`config.mk`:
```
export PLATFORM = sky130hd
export DESIGN_NAME = ppp_setup
export DESIGN_NICKNAME = d
export VERILOG_FILES = /design/src/sv/assert_macros.svh /design/src/sv/ppp_pkg.sv /design/src/sv/ppp_setup.sv
export SDC_FILE = /design/constraint.sdc
export NUM_CORES = 2
export LEC_CHECK = 0
export BUFFER_PORTS_ARGS = -buffer_cell sky130_fd_sc_hd__buf_2
export CAP_MARGIN = 20
export CORE_MARGIN = 4
export CORE_UTILIZATION = 50
export CTS_CLUSTER_DIAMETER = 30
export DETAILED_ROUTE_END_ITERATION = 6
export PLACE_DENSITY = 0.71
export SYNTH_ARGS = -nofsm -noshare
export SYNTH_HDL_FRONTEND = slang
export SYNTH_SLANG_ARGS = --single-unit
```
`constraint.sdc`:
```
create_clock -name clk -period 13.65 [get_ports clk]
set_input_delay 3.4125 -clock clk [delete_from_list [all_inputs] [get_ports clk]]
set_output_delay 3.4125 -clock clk [all_outputs]
set_load 0.005 [all_outputs]
```
`src/sv/assert_macros.svh`:
```
// assertion helper macros used by the top-level rtl file
// no dependencies
`ifndef ASSERT_MACROS_SVH
`define ASSERT_MACROS_SVH
`define ASSERT_IMPL(label, clk, rst, ante, cons) \
  label: assert property (@(posedge clk) disable iff (rst) (ante) |-> (cons)) \
    else $error("assertion failed");
`define ASSERT_NEXT(label, clk, rst, ante, cons) \
  label: assert property (@(posedge clk) disable iff (rst) (ante) |=> (cons)) \
    else $error("assertion failed");
`endif

```
`src/sv/ppp_pkg.sv`:
```
// types and constants for the parallel projection point unit
// no dependencies
package ppp_pkg;
  localparam int unsigned NumRegs = 6;
  localparam logic [2:0] RegScale = 3'd0;
  localparam logic [2:0] RegAlpha = 3'd1;
  localparam logic [2:0] RegBeta = 3'd2;
  localparam logic [2:0] RegGamma = 3'd3;
  localparam logic [2:0] RegShift0 = 3'd4;
  localparam logic [2:0] RegShift1 = 3'd5;

  localparam logic [31:0] QwC1 = 32'd1686629713;
  localparam logic [31:0] QwC3 = 32'd693598667;
  localparam logic [31:0] QwC5 = 32'd85569306;
  localparam logic [31:0] QwC7 = 32'd5026995;
  localparam logic [31:0] QwC9 = 32'd172272;

  typedef struct packed {
    logic signed [17:0] sa;
    logic signed [17:0] ca;
    logic signed [17:0] sb;
    logic signed [17:0] cb;
    logic signed [17:0] sg;
    logic signed [17:0] cg;
    logic [31:0] inv;
    logic signed [31:0] t0;
    logic signed [31:0] t1;
  } coef_t;

  typedef struct packed {
    logic [2:0] index;
    logic [31:0] data;
  } cfg_t;
endpackage

```
`src/sv/ppp_setup.sv`:
```
// register file plus sequential derivation of sines, cosines and reciprocal scale
// depends on ppp_pkg
module ppp_setup
  import ppp_pkg::*;
(
  input  logic clk,
  input  logic rst,
  input  logic wr_en,
  input  cfg_t wr,
  output coef_t coef,
  output logic busy
);
  typedef enum logic [4:0] {
    S_IDLE = 5'b00001,
    S_SIN  = 5'b00010,
    S_POLY = 5'b00100,
    S_DIV  = 5'b01000,
    S_DONE = 5'b10000
  } state_t;

  state_t state;
  logic [23:0] scale;
  logic [15:0] ang [3];
  logic [2:0] slot;
  logic [2:0] step;
  logic [31:0] xv, x2, p;
  logic [1:0] quad;
  logic [33:0] rem;
  logic [32:0] quo;
  logic [5:0] dcnt;
  logic signed [17:0] trig [6];
  logic [31:0] inv;
  logic signed [31:0] t0, t1;

  logic [15:0] cur_ang;
  logic [13:0] roff;
  logic [14:0] rsel;
  logic [63:0] prod, sq;
  logic [31:0] x_next;
  logic [31:0] cconst;
  logic [63:0] pr;
  logic [16:0] mag;
  logic [34:0] rem_sh;
  logic [34:0] rem_sub;

  always_comb begin
    cur_ang = ang[slot[2:1]] + (slot[0] ? 16'd16384 : 16'd0);
    roff = cur_ang[13:0];
    rsel = cur_ang[14] ? (15'd16384 - {1'b0, roff}) : {1'b0, roff};
    x_next = {1'b0, rsel, 16'd0};
    sq = x_next * x_next;
    prod = p * x2;
    unique case (step)
      3'd0: cconst = QwC7;
      3'd1: cconst = QwC5;
      3'd2: cconst = QwC3;
      default: cconst = QwC1;
    endcase
    pr = (p * xv) >> 30;
    pr = (pr + 64'd8192) >> 14;
    mag = (pr > 64'd65536) ? 17'd65536 : pr[16:0];
    rem_sh = {rem, quo[32]};
    rem_sub = rem_sh - {11'd0, scale};
  end

  always_ff @(posedge clk) begin
    if (rst) begin
      state <= S_DIV;
      scale <= 24'd65536;
      ang[0] <= '0; ang[1] <= '0; ang[2] <= '0;
      t0 <= '0; t1 <= '0;
      slot <= '0; step <= '0; dcnt <= '0;
      rem <= '0; quo <= 33'h1_0000_8000;
      for (int i = 0; i < 6; i++) trig[i] <= (i % 2 == 1) ? 18'sd65536 : 18'sd0;
      inv <= 32'd65536;
    end else begin
      if (wr_en) begin
        case (wr.index)
          RegScale:  scale <= wr.data[23:0];
          RegAlpha:  ang[0] <= wr.data[15:0];
          RegBeta:   ang[1] <= wr.data[15:0];
          RegGamma:  ang[2] <= wr.data[15:0];
          RegShift0: t0 <= wr.data;
          RegShift1: t1 <= wr.data;
          default: ;
        endcase
      end
      unique case (state)
        S_IDLE: begin
          if (wr_en && wr.index < 3'(NumRegs)) begin
            state <= S_SIN;
            slot <= '0;
          end
        end
        S_SIN: begin
          quad <= cur_ang[15:14];
          xv <= x_next;
          x2 <= sq[61:30];
          p <= QwC9;
          step <= '0;
          state <= S_POLY;
        end
        S_POLY: begin
          if (step == 3'd4) begin
            trig[slot] <= quad[1] ? -$signed({1'b0, mag}) : $signed({1'b0, mag});
            if (slot == 3'd5) begin
              state <= S_DIV;
              dcnt <= '0;
              rem <= '0;
              quo <= (33'h1_0000_0000 + {10'd0, scale[23:1]});
            end else begin
              slot <= slot + 3'd1;
              state <= S_SIN;
            end
          end else begin
            p <= cconst - prod[61:30];
            step <= step + 3'd1;
          end
        end
        S_DIV: begin
          if (rem_sub[34]) begin
            rem <= rem_sh[33:0];
            quo <= {quo[31:0], 1'b0};
          end else begin
            rem <= rem_sub[33:0];
            quo <= {quo[31:0], 1'b1};
          end
          dcnt <= dcnt + 6'd1;
          if (dcnt == 6'd32) state <= S_DONE;
        end
        S_DONE: begin
          if (scale == 24'd0 || quo[32]) inv <= 32'hFFFF_FFFF;
          else inv <= quo[31:0];
          state <= S_IDLE;
        end
        default: state <= S_IDLE;
      endcase
    end
  end

  assign busy = (state != S_IDLE);
  assign coef = '{sa: trig[0], ca: trig[1], sb: trig[2], cb: trig[3],
                  sg: trig[4], cg: trig[5], inv: inv, t0: t0, t1: t1};
endmodule

```
* After elaboration in Yosys (flattened, before gate mapping)
Memory sizes are Yosys's and may differ from the RTL's. A register that Yosys moved wholly into a read port is not among the register bits.
Cells that the tools add are included.
Widths: inputs -> output; s select.
** Storage, ports and cells
- RAM bits :: 156
- Output and inout bits :: 205
- Word-level logic and storage cells :: 131
- Input port bits :: 38
- Memories kept :: 2
- Bits in registers :: 283
** Cells by class
- $mul :: 3
- Multiplexer cells :: 56
- Reductions and logical operators :: 18
- $lt $le $gt $ge :: 2
- Add/subtract/negate cells :: 10
- Bitwise gates (word level) :: 4
- Equality and inequality tests :: 22
** Memory list
- trig :: words 6, width 18, read ports 6, clocked after memory_dff 0, write ports 6, line ppp_setup.sv:31 : logic signed [17:0] trig [6];
- ang :: words 3, width 16, read ports 1, clocked after memory_dff 1, write ports 3, line ppp_setup.sv:23 : logic [15:0] ang [3];
** Operators by type and width (count)
- $mux 34 :: 3
- $pmux 31 s3 :: 1
- $pmux 34 s2 :: 1
- $mux 33 :: 2
- $pmux 33 s2 :: 1
- $mux 32 :: 2
- $pmux 32 s2 :: 1
- $mul 32x30->60 :: 1
- $mux 16 :: 3
- $mul 32x15->47 :: 1
- $mux 18 :: 2
- $sub 35x24->35 :: 1
- $add 33x14->34 const B :: 1
- $add 33x23->33 const A :: 1
- $sub 32x32->32 :: 1
- $mul 15x15->30 :: 1
- $mux 15 :: 2
- $logic_not 24->1 :: 1
- $gt 20x17->1 const B :: 1
- $mux 1 :: 20
- $pmux 5 s4 :: 1
- $neg 17->18 :: 1
- $reduce_or 18->1 :: 1
- $mux 17 :: 1
- 32 further kinds :: 64

* Longest topological paths before layout
- Depth in word-level cells :: 7
- Mapped depth :: 45
- Depth with buffers taken out :: 43

* Least setup slack after synthesis
No wires, ideal clock.
- Path type :: register to register
- From :: register p[17]
- To :: register p[31] (data pin)
- Required time :: 13385 ps
- Setup time :: 265 ps
- Setup slack :: 3517 ps
- Cell stages (with the launch flop) :: 40
- Period minus slack after synthesis :: 10133 ps
- Arrival :: 9867 ps
- Cells stage by stage :: edfxtp_1 -> clkbuf_1 -> clkbuf_1 -> nand2_1 -> fa_1 -> inv_1 -> fa_1 -> fa_1 -> fa_1 -> fa_1 -> inv_1 -> fa_1 -> inv_1 -> fa_1 -> fa_1 -> ha_1 -> a21o_1 -> a21o_1 -> [4 not listed] -> a21oi_1 -> nor2b_1 -> o21a_1 -> nor2_1 -> nor2b_1 -> o21a_1 -> or2_2 -> ha_1 -> and4_1 -> nand2_1 -> nor3_1 -> o2bb2ai_1 -> a31o_2 -> a2111oi_0 -> o41ai_1 -> o21a_1 -> o2111a_1 -> or3_1
** On the way
- Cells in the longest elaborated chain, start to end :: 4
** RTL lines
- from (decl) :: line ppp_setup.sv:26 : logic [31:0] xv, x2, p;
- from (signal assigned) :: line ppp_setup.sv:99 : p <= QwC9;
- from (signal assigned) :: line ppp_setup.sv:116 : p <= cconst - prod[61:30];
- $mul 32x30->60 :: line ppp_setup.sv:52 : prod = p * x2;
- $sub 32x32->32 :: line ppp_setup.sv:116
- $mux 32 :: line ppp_setup.sv:104 : if (step == 3'd4) begin
- $pmux 32 s2 :: line ppp_setup.sv:88 : unique case (state)
No other way between the ends. The select of a mux whose other input is x is not followed.
A chain may end at the register's enable or synchronous reset.

* Final worst setup path
- From :: register x2[5]
- To :: register p[31] (data pin)
** On the way
- Cells in the longest elaborated chain, start to end :: 4
** RTL lines
- from (decl) :: line ppp_setup.sv:26
- from (signal assigned) :: line ppp_setup.sv:98 : x2 <= sq[61:30];
- $mul 32x30->60 :: line ppp_setup.sv:52
- $sub 32x32->32 :: line ppp_setup.sv:116
- $mux 32 :: line ppp_setup.sv:104
- $pmux 32 s2 :: line ppp_setup.sv:88
No other way between the ends. The select of a mux whose other input is x is not followed.

==> flow_summary.toml <==
[synth]
ys.flop_type = "edfxtp_1"
synthesis.area_sq_um = 69200
ys_warn_count = 0
avgSynthCellArea_sq_um = 9.16
ys_seq_area_share_pct = 16.0
synth_cell_types = 100
synth_edf_count = 232
synthArstFlopShare_pct = 0
syn-instance-count = 7550
synth-seq-cells = 438

[power]
power-per-cell-area_nw_per_um2 = 174
pwr-share-comb_pct = 68.2
leakagePower_nw = 36.9
switching_share_pct = 46.9
pwr-share-seq_pct = 14.1
internal-power_w = 0.00700
clkPwrFrac_pct = 17.7
p_switching_w = 0.00617
ir_drop_mv = 0.430

[detailed_routing]
wire_per_inst_microns = 20.7
first_pass_iters = 6
num_vias = 53254
vias_per_cell = 5.61
wl_mm = 196
route.detailed.drc = 0
drt_iter0_markers = 4090
ant_nets = 0

[timing]
worst_slew_pin_slew_ns = 1.21
max_clock_freq_mhz = 83.5
finalClockSkew_ns = 0.0865
slew_viol_final = 0
setup_viol = 0
setup_tns_ns = 0
hold_viol_final = 0
fin_crit_sh_pct = 87.7
worst_slack_ns = 1.68
whs_ns = 0.452
period_needed_ns = 11.97
rsz0062_at_grt = "no"
max_slew_margin_pct = 19.3

[setup_path]
critPathLaunchType = "flip-flop"
arrival_ns = 12.33
end_kind = "flip-flop"
cp_slowest_cell = "edfxtp_1"
worstPathMaxFanout = 20
crit_buf_inv = 4
cp_slowest_stage_delay_ns = 0.97
cpMostUsedCell = "fa_1"
critPathKind = "flip-flop to flip-flop"
critical_path.top_delay_family = "adder cells"
required_ns = 14.01

[global_routing]
grt_max_degree = 75
grt.overflow.total = 0
grt_use_total_pct = 27.5
grt_pass1_vias = 58038
antenna_found_initial = 6
grt_pass1_wl_mm = 316

[die]
start_util_pct = 50.3
coreArea_sq_um = 137000
die_area_sq_um = 144000
io_pins = 243
num_rows = 136
die_x_microns = 380
chipHeight_microns = 380

[min_path]
min_path_type = "flip-flop to flip-flop"

[layout]
drive_above_1_share_pct = 7.55
fin_cells = 9499
antenna_cells = 0
fin_nets = 9540
area_growth_pct = 9.17
fillers = 12085

[clock_tree]
h-tree-depth = 3
clock-sinks = 438
clock-root-buffer = "clkbuf_16"
cts_tree = "yes"
cts_setup_buffers = 0
clock_latency_ns = 0.68
cts_hold_buf = 0
cts_buffers = 95
path_clk_slew_ns = 0.05
cts_resized = 0
clock_path_buffers = 3

[place]
port_buffers = 242
place_ws_ns = 1.80
place.gp.congestion = 0.970
hpwl_mm = 150
place_inst = 9321

[status]
outcome = "complete, no violations"

[job]
maxCapViolCount = 0
## registers in the layout (all words and copies together) (netlist names), 5 cells and up, named ones only
name	cells
scale	24
t0	32
trig	108
p	32
inv	32
x2	29
xv	14
rem	34
dcnt	6
t1	32
ang	48
state	5
quo	33
## worst paths after layout
path | startpoint | end | slack (ns) | cells past startpoint
hold / removal | t1[4] | t1[4] | 0.45 | 2
hold reg to reg | t1[4] | t1[4] | 0.45 | 2
setup / recovery | x2[5] | p[31] | 1.68 | 38
setup reg to reg | x2[5] | p[31] | 1.68 | 38
## layout make-up
class | count | area [sq um] | share of cell area (%)
Clock inverter | 67 | 810 | 1.07
Tap cell | 1794 | 2240 | 2.97
Sequential cell | 438 | 11100 | 14.7
Timing Repair Buffer | 364 | 2210 | 2.93
Multi-Input combinational cell | 5337 | 51500 | 68.2
Inverter | 1389 | 5210 | 6.90
Clock buffer | 110 | 2470 | 3.28
## through the flow
stage               total power, W  util, %  area [sq um]
floorplan                  0.00842        -         69200
global placement            0.0105     52.5         72100
detailed placement          0.0107     52.5         72200
CTS                         0.0131     54.9         75500
global route                0.0144     54.9         75500
finish                      0.0132     54.9         75500
## synthesized netlist by cell type (all sizes together) (31+ instances only)
library cell / count / area [sq um]
o21ai: 120 / 612
clkbuf: 365 / 1370
edfxtp: 232 / 6970
nor3: 106 / 536
a21o: 69 / 518
nand2: 1371 / 5150
xnor2: 116 / 1020
nor2: 404 / 1530
nor2b: 31 / 194
inv: 1382 / 5190
ha: 548 / 6860
fa: 1329 / 26600
nand3: 59 / 305
nand2b: 36 / 225
dfxtp: 206 / 4120
mux2i: 46 / 460
a21oi: 219 / 1100
and2: 413 / 2580
xor2: 57 / 499
## power by group through the flow
| stage | sequential [W] | combinational, W | clock [W] |
|---|---|---|---|
| 2_1_floorplan | 0.00187 | 0.00655 | 0 |
| 3_3_place_gp | 0.00188 | 0.00865 | 0 |
| 3_5_place_dp | 0.00188 | 0.00884 | 0 |
| 4_1_cts | 0.00186 | 0.00894 | 0.00235 |
| 5_1_grt | 0.00186 | 0.0101 | 0.00243 |
| 6_report | 0.00186 | 0.00899 | 0.00233 |
## worst reg2reg max path: cells and delay by family (launching register included)
| family | cells | cell delay [ns] |
|---|---|---|
| buffers and inverters | 4 | 0.54 |
| AO/OA/AOI/OAI | 14 | 3.71 |
| AND/OR/NAND/NOR | 10 | 1.83 |
| flip-flops | 1 | 0.97 |
| adder cells (fa/ha/maj) | 10 | 4.65 |
## cell usage in the layout (no fill, tap or decap), drive strengths merged, types with 46 or more instances in the layout
cell type and instances:
a21o 69, a21oi 219, and2 413, buf 364, clkbuf 110, dfxtp 206
edfxtp 232, fa 1329, ha 548, inv 1394, mux2i 46, nand2 1371
nand3 59, nor2 404, nor3 106, o21ai 120, xnor2 116, xor2 57
## kinds of logic after synthesis
group	synth area share (%)
AO/OA/AOI/OAI	6.27
XOR/XNOR	2.20
adder cells (fa/ha/maj)	48.4
buffers and inverters	9.69
flip-flops	16.0
multiplexers	0.731
other	0.0109
AND/OR/NAND/NOR	16.7
## layer usage
metal / vias up / wire, microns / track usage (%) / part of all wire (%)
li1: 23298 / - / - / -
met1: 27004 / 73200 / 33.3 / 37
met2: 2306 / 95700 / 47.0 / 49
met3: 642 / 14900 / 4.60 / 7.6
met4: 4 / 12300 / 14.7 / 6.3
met5: - / 26 / 0 / 0.013
Power figures use the tool's default switching activity.
